### config.mk
export PLATFORM = sky130hd
export DESIGN_NAME = utf8_to_utf16_name_transcoder_unit_flat
export DESIGN_NICKNAME = d
export VERILOG_FILES = /design/src/sv/u8u16_pkg.sv /design/src/sv/u8u16_byte_if.sv /design/src/sv/u8u16_unit_if.sv /design/src/sv/u8u16_decoder.sv /design/src/sv/u8u16_result_fifo.sv /design/src/sv/utf8_to_utf16_name_transcoder_unit.sv /design/src/flat_wrapper.sv
export SDC_FILE = /design/constraint.sdc
export NUM_CORES = 1
export LEC_CHECK = 0
export ABC_AREA = 1
export BUFFER_PORTS_ARGS = -buffer_cell sky130_fd_sc_hd__buf_2
export CAP_MARGIN = 10
export CORE_UTILIZATION = 55
export DETAILED_ROUTE_END_ITERATION = 16
export PLACE_DENSITY = 0.8
export SLEW_MARGIN = 20
export SYNTH_ARGS = -nofsm -noshare
export SYNTH_HDL_FRONTEND = slang
export SYNTH_SLANG_ARGS = --single-unit
### constraint.sdc
create_clock -name clk -period 10.7 [get_ports clk]
set_clock_uncertainty 0.05 [all_clocks]
set_input_delay 0 -clock clk [delete_from_list [all_inputs] [get_ports clk]]
set_output_delay 0 -clock clk [all_outputs]
set_load 0.01 [all_outputs]
### src/sv/u8u16_pkg.sv
// Package for the UTF-8 to UTF-16 name transcoder.
// Holds the result item type, status codes and code point constants.
// No dependencies; every other file of the block refers to it.
package u8u16_pkg;

    localparam int BYTE_W  = 8;
    localparam int UNIT_W  = 16;
    localparam int TOTAL_W = 9;
    localparam int POINT_W = 21;
    localparam int LIMIT_W = 9;

    localparam logic [1:0] ST_OK    = 2'd0;
    localparam logic [1:0] ST_BAD   = 2'd1;
    localparam logic [1:0] ST_LONG  = 2'd2;
    localparam logic [1:0] ST_EMPTY = 2'd3;

    localparam logic [POINT_W-1:0] POINT_MAX     = 21'h10FFFF;
    localparam logic [POINT_W-1:0] SURR_FIRST    = 21'h00D800;
    localparam logic [POINT_W-1:0] SURR_LAST     = 21'h00DFFF;
    localparam logic [POINT_W-1:0] BMP_LAST      = 21'h00FFFF;
    localparam logic [POINT_W-1:0] SUPP_BASE     = 21'h010000;
    localparam logic [UNIT_W-1:0]  HIGH_SURR_TAG = 16'hD800;
    localparam logic [UNIT_W-1:0]  LOW_SURR_TAG  = 16'hDC00;

    localparam logic [LIMIT_W-1:0] LIMIT_RESET = 9'd256;

    // Configuration register indexes.
    localparam logic REG_NAME_LIMIT = 1'b0;

    typedef struct packed {
        logic [UNIT_W-1:0]  code_unit;
        logic               end_of_name;
        logic [1:0]         result_status;
        logic [TOTAL_W-1:0] unit_total;
    } result_t;

    // Zero, one or two results produced by one byte.
    typedef struct packed {
        logic [1:0] count;
        result_t    first;
        result_t    second;
    } push_t;

endpackage

### src/sv/u8u16_byte_if.sv
// Byte channel of the UTF-8 to UTF-16 name transcoder.
// Carries one UTF-8 byte per transaction; uses u8u16_pkg for widths.
interface u8u16_byte_if;
    logic                         valid;
    logic                         ready;
    logic [u8u16_pkg::BYTE_W-1:0] data_byte;

    modport source (output valid, output data_byte, input ready);
    modport sink (input valid, input data_byte, output ready);
endinterface

### src/sv/u8u16_unit_if.sv
// Result channel of the UTF-8 to UTF-16 name transcoder.
// Carries one UTF-16 unit or end-of-name status per transaction; uses u8u16_pkg.
interface u8u16_unit_if;
    logic                          valid;
    logic                          ready;
    logic [u8u16_pkg::UNIT_W-1:0]  code_unit;
    logic                          end_of_name;
    logic [1:0]                    result_status;
    logic [u8u16_pkg::TOTAL_W-1:0] unit_total;

    modport source (output valid, output code_unit, output end_of_name,
                    output result_status, output unit_total, input ready);
    modport sink (input valid, input code_unit, input end_of_name,
                  input result_status, input unit_total, output ready);
endinterface

### src/sv/u8u16_decoder.sv
// UTF-8 decoder with running name state: validates bytes, rebuilds code points,
// checks the unit limit and produces up to two result items per byte.
// Depends on u8u16_pkg.
module u8u16_decoder #(
    parameter int MAX_UNITS = 256
) (
    input  logic                          clk,
    input  logic                          rst_n,
    input  logic                          accept,
    input  logic [u8u16_pkg::BYTE_W-1:0]  data_byte,
    input  logic [u8u16_pkg::LIMIT_W-1:0] name_limit,
    output u8u16_pkg::push_t              push
);

    localparam int CNT_W = $clog2(MAX_UNITS + 1);
    localparam int CMP_W = ((CNT_W > u8u16_pkg::LIMIT_W) ? CNT_W : u8u16_pkg::LIMIT_W) + 2;
    localparam int EXT_W = CNT_W + u8u16_pkg::TOTAL_W + 1;

    logic [u8u16_pkg::POINT_W-1:0] partial_reg, partial_next;
    logic [1:0]                    pending_reg, pending_next;
    logic [CNT_W-1:0]              units_reg, units_next;
    logic [1:0]                    error_reg, error_next;

    logic [u8u16_pkg::POINT_W-1:0] cont_point;
    logic [u8u16_pkg::POINT_W-1:0] point;
    logic [u8u16_pkg::POINT_W-1:0] supp_offset;
    logic                          cont_ok;
    logic                          out_of_range;
    logic                          is_pair;
    logic [CMP_W-1:0]              limit_cap;
    logic [CMP_W-1:0]              needed;
    logic                          fits;
    logic [EXT_W-1:0]              total0_ext;
    logic [EXT_W-1:0]              total1_ext;
    logic [EXT_W-1:0]              total2_ext;
    u8u16_pkg::result_t            unit_a;
    u8u16_pkg::result_t            unit_b;
    u8u16_pkg::result_t            status_item;
    logic [1:0]                    status;

    always_comb
    begin
        cont_ok    = (data_byte[7:6] == 2'b10);
        cont_point = {partial_reg[u8u16_pkg::POINT_W-7:0], data_byte[5:0]};
        point      = (pending_reg != 2'd0) ? cont_point
                                           : u8u16_pkg::POINT_W'(data_byte);

        out_of_range = (point > u8u16_pkg::POINT_MAX) ||
                       ((point >= u8u16_pkg::SURR_FIRST) && (point <= u8u16_pkg::SURR_LAST));
        is_pair      = (point > u8u16_pkg::BMP_LAST);
        supp_offset  = point - u8u16_pkg::SUPP_BASE;

        if (CMP_W'(name_limit) > CMP_W'(MAX_UNITS))
        begin
            limit_cap = CMP_W'(MAX_UNITS);
        end
        else
        begin
            limit_cap = CMP_W'(name_limit);
        end
        needed = is_pair ? CMP_W'(2) : CMP_W'(1);
        fits   = (CMP_W'(units_reg) + needed) <= limit_cap;

        // Totals are reported modulo the width of the output field.
        total0_ext = EXT_W'(units_reg);
        total1_ext = EXT_W'(units_reg) + EXT_W'(1);
        total2_ext = EXT_W'(units_reg) + EXT_W'(2);

        unit_a.end_of_name   = 1'b0;
        unit_a.result_status = u8u16_pkg::ST_OK;
        unit_a.unit_total    = total1_ext[u8u16_pkg::TOTAL_W-1:0];
        unit_a.code_unit     = is_pair
            ? (u8u16_pkg::HIGH_SURR_TAG | u8u16_pkg::UNIT_W'(supp_offset[19:10]))
            : point[u8u16_pkg::UNIT_W-1:0];

        unit_b.end_of_name   = 1'b0;
        unit_b.result_status = u8u16_pkg::ST_OK;
        unit_b.unit_total    = total2_ext[u8u16_pkg::TOTAL_W-1:0];
        unit_b.code_unit     = u8u16_pkg::LOW_SURR_TAG | u8u16_pkg::UNIT_W'(supp_offset[9:0]);

        if (error_reg != u8u16_pkg::ST_OK)
        begin
            status = error_reg;
        end
        else if (pending_reg != 2'd0)
        begin
            status = u8u16_pkg::ST_BAD;
        end
        else if (units_reg == '0)
        begin
            status = u8u16_pkg::ST_EMPTY;
        end
        else
        begin
            status = u8u16_pkg::ST_OK;
        end
        status_item.code_unit     = '0;
        status_item.end_of_name   = 1'b1;
        status_item.result_status = status;
        status_item.unit_total    = total0_ext[u8u16_pkg::TOTAL_W-1:0];
    end

    always_comb
    begin
        partial_next = partial_reg;
        pending_next = pending_reg;
        units_next   = units_reg;
        error_next   = error_reg;
        push.count   = 2'd0;
        push.first   = unit_a;
        push.second  = unit_b;

        if (accept)
        begin
            if (data_byte == '0)
            begin
                push.count   = 2'd1;
                push.first   = status_item;
                partial_next = '0;
                pending_next = 2'd0;
                units_next   = '0;
                error_next   = u8u16_pkg::ST_OK;
            end
            else if (error_reg != u8u16_pkg::ST_OK)
            begin
                // Silent until the terminator once an error is latched.
            end
            else if ((pending_reg != 2'd0) && !cont_ok)
            begin
                error_next   = u8u16_pkg::ST_BAD;
                pending_next = 2'd0;
                partial_next = '0;
            end
            else if (pending_reg > 2'd1)
            begin
                partial_next = cont_point;
                pending_next = pending_reg - 2'd1;
            end
            else if ((pending_reg == 2'd1) || !data_byte[7])
            begin
                // A code point is complete: either the last continuation or ASCII.
                partial_next = '0;
                pending_next = 2'd0;
                if (out_of_range)
                begin
                    error_next = u8u16_pkg::ST_BAD;
                end
                else if (!fits)
                begin
                    error_next = u8u16_pkg::ST_LONG;
                end
                else if (is_pair)
                begin
                    push.count = 2'd2;
                    units_next = units_reg + CNT_W'(2);
                end
                else
                begin
                    push.count = 2'd1;
                    units_next = units_reg + CNT_W'(1);
                end
            end
            else if (data_byte[7:5] == 3'b110)
            begin
                partial_next = u8u16_pkg::POINT_W'(data_byte[4:0]);
                pending_next = 2'd1;
            end
            else if (data_byte[7:4] == 4'b1110)
            begin
                partial_next = u8u16_pkg::POINT_W'(data_byte[3:0]);
                pending_next = 2'd2;
            end
            else if (data_byte[7:3] == 5'b11110)
            begin
                partial_next = u8u16_pkg::POINT_W'(data_byte[2:0]);
                pending_next = 2'd3;
            end
            else
            begin
                error_next = u8u16_pkg::ST_BAD;
            end
        end
    end

    always_ff @(posedge clk or negedge rst_n)
    begin
        if (!rst_n)
        begin
            partial_reg <= '0;
            pending_reg <= 2'd0;
            units_reg   <= '0;
            error_reg   <= u8u16_pkg::ST_OK;
        end
        else
        begin
            partial_reg <= partial_next;
            pending_reg <= pending_next;
            units_reg   <= units_next;
            error_reg   <= error_next;
        end
    end

endmodule

### src/sv/u8u16_result_fifo.sv
// Four-entry result queue: takes up to two items per cycle from the decoder
// and hands out one per cycle while out_ready is high. Depends on u8u16_pkg.
module u8u16_result_fifo (
    input  logic               clk,
    input  logic               rst_n,
    input  u8u16_pkg::push_t   push,
    output logic               room,
    output logic               out_valid,
    input  logic               out_ready,
    output u8u16_pkg::result_t out_item
);

    localparam int DEPTH = 4;
    localparam int PTR_W = $clog2(DEPTH);

    u8u16_pkg::result_t entry_reg [DEPTH];
    logic [PTR_W-1:0]   wr_ptr_reg, wr_ptr_next;
    logic [PTR_W-1:0]   rd_ptr_reg, rd_ptr_next;
    logic [PTR_W:0]     count_reg, count_next;
    logic               pop;
    logic [PTR_W-1:0]   wr_ptr_plus1;

    assign out_valid    = (count_reg != '0);
    assign out_item     = entry_reg[rd_ptr_reg];
    assign pop          = out_valid && out_ready;
    // Room for a surrogate pair is always kept, so a byte is never refused mid-pair.
    assign room         = (count_reg <= (PTR_W + 1)'(DEPTH - 2));
    assign wr_ptr_plus1 = wr_ptr_reg + PTR_W'(1);

    always_comb
    begin
        wr_ptr_next = wr_ptr_reg + PTR_W'(push.count);
        rd_ptr_next = pop ? (rd_ptr_reg + PTR_W'(1)) : rd_ptr_reg;
        count_next  = count_reg + (PTR_W + 1)'(push.count) - (PTR_W + 1)'(pop);
    end

    always_ff @(posedge clk)
    begin
        if (push.count != 2'd0)
        begin
            entry_reg[wr_ptr_reg] <= push.first;
        end
        if (push.count == 2'd2)
        begin
            entry_reg[wr_ptr_plus1] <= push.second;
        end
    end

    always_ff @(posedge clk or negedge rst_n)
    begin
        if (!rst_n)
        begin
            wr_ptr_reg <= '0;
            rd_ptr_reg <= '0;
            count_reg  <= '0;
        end
        else
        begin
            wr_ptr_reg <= wr_ptr_next;
            rd_ptr_reg <= rd_ptr_next;
            count_reg  <= count_next;
        end
    end

endmodule

### src/sv/utf8_to_utf16_name_transcoder_unit.sv
// Top level of the UTF-8 to UTF-16 name transcoder: APB register, decoder
// and result queue. Depends on u8u16_pkg, u8u16_byte_if, u8u16_unit_if,
// u8u16_decoder and u8u16_result_fifo.
//
//   Channel    Dir   Payload                                          Flow
//   byte_in    in    data_byte[7:0]                                   valid/ready
//   unit_out   out   code_unit[15:0] end_of_name result_status[1:0]   valid/ready
//                    unit_total[8:0]
//   APB        in    name_limit at byte address 0                     psel/penable
//
// One byte per cycle is accepted while the queue has room. A byte's results enter the result queue at the
// clock edge that accepts it and can leave from the next cycle on.
// A surrogate pair leaves as two units, one unit per cycle on the output side while unit_out.ready is high.
// The input holds off only when the four-entry queue has fewer than two free slots.
// Reset clears the name state and the queue, and sets name_limit to 256.
module utf8_to_utf16_name_transcoder_unit #(
    parameter int MAX_UNITS = 256
) (
    input  logic                clk,
    input  logic                rst_n,
    u8u16_byte_if.sink          byte_in,
    u8u16_unit_if.source        unit_out,
    input  logic                psel,
    input  logic                penable,
    input  logic                pwrite,
    input  logic [2:0]          paddr,
    input  logic [31:0]         pwdata,
    output logic [31:0]         prdata,
    output logic                pready
);

    logic [u8u16_pkg::LIMIT_W-1:0] name_limit_reg, name_limit_next;
    logic                          cfg_write;
    logic                          accept;
    logic                          room;
    u8u16_pkg::push_t              push;
    u8u16_pkg::result_t            out_item;

    assign pready    = 1'b1;
    assign cfg_write = psel && penable && pwrite && pready;
    assign prdata    = (paddr[2] == u8u16_pkg::REG_NAME_LIMIT) ? 32'(name_limit_reg) : 32'd0;

    always_comb
    begin
        name_limit_next = name_limit_reg;
        if (cfg_write && (paddr[2] == u8u16_pkg::REG_NAME_LIMIT))
        begin
            name_limit_next = pwdata[u8u16_pkg::LIMIT_W-1:0];
        end
    end

    always_ff @(posedge clk or negedge rst_n)
    begin
        if (!rst_n)
        begin
            name_limit_reg <= u8u16_pkg::LIMIT_RESET;
        end
        else
        begin
            name_limit_reg <= name_limit_next;
        end
    end

    assign byte_in.ready = room;
    assign accept        = byte_in.valid && room;

    u8u16_decoder #(
        .MAX_UNITS (MAX_UNITS)
    ) u_decoder (
        .clk        (clk),
        .rst_n      (rst_n),
        .accept     (accept),
        .data_byte  (byte_in.data_byte),
        .name_limit (name_limit_reg),
        .push       (push)
    );

    u8u16_result_fifo u_result_fifo (
        .clk       (clk),
        .rst_n     (rst_n),
        .push      (push),
        .room      (room),
        .out_valid (unit_out.valid),
        .out_ready (unit_out.ready),
        .out_item  (out_item)
    );

    assign unit_out.code_unit     = out_item.code_unit;
    assign unit_out.end_of_name   = out_item.end_of_name;
    assign unit_out.result_status = out_item.result_status;
    assign unit_out.unit_total    = out_item.unit_total;

endmodule

### src/flat_wrapper.sv
// flat-port wrapper written by rule: the top's interface ports become plain ports
module utf8_to_utf16_name_transcoder_unit_flat 
#(
    parameter int MAX_UNITS = 256
)
  (clk, rst_n, psel, penable, pwrite, paddr, pwdata, prdata, pready, byte_in_valid, byte_in_data_byte, byte_in_ready, unit_out_valid, unit_out_code_unit, unit_out_end_of_name, unit_out_result_status, unit_out_unit_total, unit_out_ready);
  u8u16_byte_if byte_in_i ();
  u8u16_unit_if unit_out_i ();
  input  logic clk;
  input  logic rst_n;
  input  logic psel;
  input  logic penable;
  input  logic pwrite;
  input  logic [2:0] paddr;
  input  logic [31:0] pwdata;
  output logic [31:0] prdata;
  output logic pready;
  input wire logic [$bits(byte_in_i.valid)-1:0] byte_in_valid;
  input wire logic [$bits(byte_in_i.data_byte)-1:0] byte_in_data_byte;
  output wire logic [$bits(byte_in_i.ready)-1:0] byte_in_ready;
  output wire logic [$bits(unit_out_i.valid)-1:0] unit_out_valid;
  output wire logic [$bits(unit_out_i.code_unit)-1:0] unit_out_code_unit;
  output wire logic [$bits(unit_out_i.end_of_name)-1:0] unit_out_end_of_name;
  output wire logic [$bits(unit_out_i.result_status)-1:0] unit_out_result_status;
  output wire logic [$bits(unit_out_i.unit_total)-1:0] unit_out_unit_total;
  input wire logic [$bits(unit_out_i.ready)-1:0] unit_out_ready;
  assign byte_in_i.valid = byte_in_valid;
  assign byte_in_i.data_byte = byte_in_data_byte;
  assign byte_in_ready = byte_in_i.ready;
  assign unit_out_valid = unit_out_i.valid;
  assign unit_out_code_unit = unit_out_i.code_unit;
  assign unit_out_end_of_name = unit_out_i.end_of_name;
  assign unit_out_result_status = unit_out_i.result_status;
  assign unit_out_unit_total = unit_out_i.unit_total;
  assign unit_out_i.ready = unit_out_ready;
  utf8_to_utf16_name_transcoder_unit #(.MAX_UNITS(MAX_UNITS)) u_core (.clk(clk), .rst_n(rst_n), .byte_in(byte_in_i), .unit_out(unit_out_i), .psel(psel), .penable(penable), .pwrite(pwrite), .paddr(paddr), .pwdata(pwdata), .prdata(prdata), .pready(pready));
endmodule
==> results by group <==
Finish
  • Reg area: 4110 um2
  • Area occupied by multi-input gates: 4060 um2
  • Proportion of layout cells with a drive suffix above 1: 13.5%
  • Fin util: 62.7%
  • Max reg flops: 112
  • P&R area growth vs syn: 11.7%
  • Fill cells: 1,348
  • N_diodes: 0
  • Final #Nets: 1,189

Synthesis
  • Top cells by area, synth: edfxtp_1, dfrtp_1, dfxtp_1, nand2_1, o22ai_1
  • Sequential element share of the synthesized area: 46.0%
  • Number of flops mapped to enable cells by yosys: 76
  • Yosys warning count: 0
  • Post-synthesis sequential element count: 156
  • Synth area leader: edfxtp_1
  • Avg Cell Area, Syn: 8.36 um2
  • Yosys top cell area share: 25.6%
  • Post-Syn Area: 8920 um2
  • Post-synth cell types: 43
  • Asr flop ratio synth: 28.2%
  • Ys flop type: edfxtp_1
  • Syn Inst Count: 1,067

Floorplan
  • Die X: 129 um
  • FP Rows: 46
  • Die Y: 129 um
  • Core box area: 15,900 um2
  • Die Area: 16,700 um2
  • Starting Density: 56.2%
  • Number of I/O pins: 113

Run
  • Maximum Capacitance Violations: 0

Clocking
  • Setup Buffers After CTS: 0
  • CTS tree: built
  • Worst skew pair latency: 430 ps
  • Root buffer cell: clkbuf_16
  • Clock Sinks: 156
  • Clock transition at path regs: 60 ps
  • CTS Buffer Depth: 2
  • Cts bufs inserted: 17
  • H-tree levels: 4
  • CTS resizes: 0

Route
  • Post-Route M1 WL: 9.46 mm
  • # DRC: 0
  • Via Count: 7,995
  • Antenna Nets Post-Route: 0
  • DR WL met2: 10.8 mm
  • Met3 WL: 2.43 mm
  • Initial DRC Count: 966
  • 1st-pass router iterations: 5
  • DR WL/cell: 17.4 um
  • Top Metal Used: met4
  • Vias per inst: 5.94
  • Final wirelength: 23.4 mm

Global route
  • All-Layer GR Usage: 29.3%
  • GRT Residual Overflow: 0
  • Vias in the first global route: 7,397
  • Antenna violations before repair: 0
  • First-pass GRT wire length: 37.3 mm
  • Largest net degree at the start of global routing: 58

Worst hold path
  • Worst Hold Path Cells: 3
  • Worst Hold Class: primary input to register
  • Worst hold start: unit_out_ready

Setup path
  • CP most frequent cell: nand2_1
  • Max FO, Critical Path: 34
  • Nature of the critical path endpoint: register
  • Worst reg2reg startpoint: u_core.u_decoder.pending_reg[0]$_DFFE_PN0P_
  • Reg2Reg Depth: 26
  • Worst Setup SP: u_core.u_decoder.pending_reg[0]$_DFFE_PN0P_
  • CP max stage cell: nand2_1
  • Path type of the worst setup path: register to register
  • Crit-path max cell delay: 760 ps
  • Worst Path Required: 10,570 ps
  • Buf/Inv on CP: 3
  • Worst path arrival time: 6280 ps
  • Critical path launch point type: register
  • Cell depth of the worst setup path: 26
  • Cell family with most CP delay: simple AND/OR/NAND/NOR gates

Outcome
  • Outcome: complete, no violations

Placement
  • Port Buffers: 63
  • DP HPWL: 14.3 mm
  • Routability congestion estimate: 0.959

Timing
  • Setup violations, final: 0
  • Worst Tran Pin Value: 1090 ps
  • Period utilization: 59.9%
  • Max Freq: 156 MHz
  • RSZ-0062 raised after global routing: no
  • Minimum clock period: 6400 ps
  • Max-slew headroom at the worst pin: 27.5%
  • Setup TNS: 0 ps
  • Final Hold Violating Endpoints: 0
  • Slew Limit Fails: 0

Pwr
  • Pwr dens: 189 nW/um2
  • P_leak: 0.00441 uW
  • Post-layout power: 1880 uW
  • Peak VDD IR: 0.0997 mV
## synth_stat cells, types with 3 or more instances
library cell and n:
nand2_1 171, nor2_1 128, o21ai_0 103, o22ai_1 100, inv_1 81, edfxtp_1 76
nand3_1 55, dfrtp_1 43, dfxtp_1 36, clkbuf_1 30, a21oi_1 29, buf_4 26
o211ai_1 23, ha_1 21, xor2_1 20, buf_2 17, nand4_1 15, nand2_2 11
buf_6 10, nor2_2 9, nor3_1 9, nand4_2 8, o21ai_1 7, inv_2 6
a31oi_1 4, xnor2_1 4, o21ai_2 3
## report_power, final
part	switching, uW	internal, uW	total (uW)
Combinational	385	201	587
Sequential	14.6	646	661
Clock	242	389	631
Total	642	1240	1880
## area by class of cell
| type | count | share of cell area [%] |
|---|---|---|
| inverter | 89 | 3.35 |
| tap | 216 | 2.71 |
| multi-input combinational | 760 | 40.7 |
| sequential | 156 | 41.2 |
| clock inverter | 15 | 1.95 |
| clock buffer | 17 | 4.27 |
| timing repair buffer | 92 | 5.80 |
## worst min-delay path, cell delays in order
cell and delay (ps):
buf_2 90, a21boi_0 200, xor2_1 160
## through the flow
stage / worst slack [ps] / std cells / hold WS (ps) / cell area, um2
3_5_place_dp: 4430 / 1296 / 178 / 9170
6_report: 4300 / 1345 / 15.9 / 9960
3_3_place_gp: 4580 / 1296 / 172 / 9170
4_1_cts: 4390 / 1345 / 4.50 / 9960
2_1_floorplan: 5750 / 1089 / -346 / 9000
5_1_grt: 3860 / 1345 / 48.5 / 9960
## kinds of logic after synthesis
family	synth area share, %
and+or+nand+nor	20.7
AOI/OAI and AO/OA	18.0
buffers and inverters	9.45
DFF	46.0
xor gates and xnor gates	2.36
adders and majority gates	3.39
other	0.0842
## timing repair
item                       4_1_cts  5_1_grt
hold buffers                    17        0
setup endpoints to repair        0        0
hold endpoints to repair        59        0
## placed cells by master, fill, tap and decap left out, types with 15 or more instances in the layout
cell type      Yosys  final
o211ai_1          23     23
o22ai_1          100    100
conb_1             2     24
clkbuf_16          0     17
edfxtp_1          76     76
dfrtp_1           43     43
inv_1             81     81
dfxtp_1           36     36
nand2_1          171    171
dlygate4sd3_1      0     17
nand4_1           15     15
ha_1              21     21
a21oi_1           29     29
nand3_1           55     55
nor2_1           128    128
o21ai_0          103    103
buf_2             17     62
xor2_1            20     20
## worst paths after layout
path / to / slack [ps]
max: u_core.u_result_fifo.entry_reg[0][14]$_DFFE_PP_ / 4300
min: u_core.u_result_fifo.rd_ptr_reg[0]$_DFFE_PN0P_ / 20
max reg2reg: u_core.u_result_fifo.entry_reg[0][14]$_DFFE_PP_ / 4300
min reg2reg: u_core.u_result_fifo.entry_reg[1][25]$_SDFFE_PP0N_ / 410
max in group asynchronous: u_core.u_decoder.partial_reg[12]$_DFFE_PN0P_ / 10130
min in group asynchronous: u_core.name_limit_reg[3]$_DFFE_PN0P_ / 80
## routing by layer
layer,track usage [%],vias up
met5,0,-
met4,15.5,0
met3,5.45,64
met2,45.2,476
met1,39.4,3688
li1,-,3767
No activity file was read; power rests on OpenSTA's default activity.
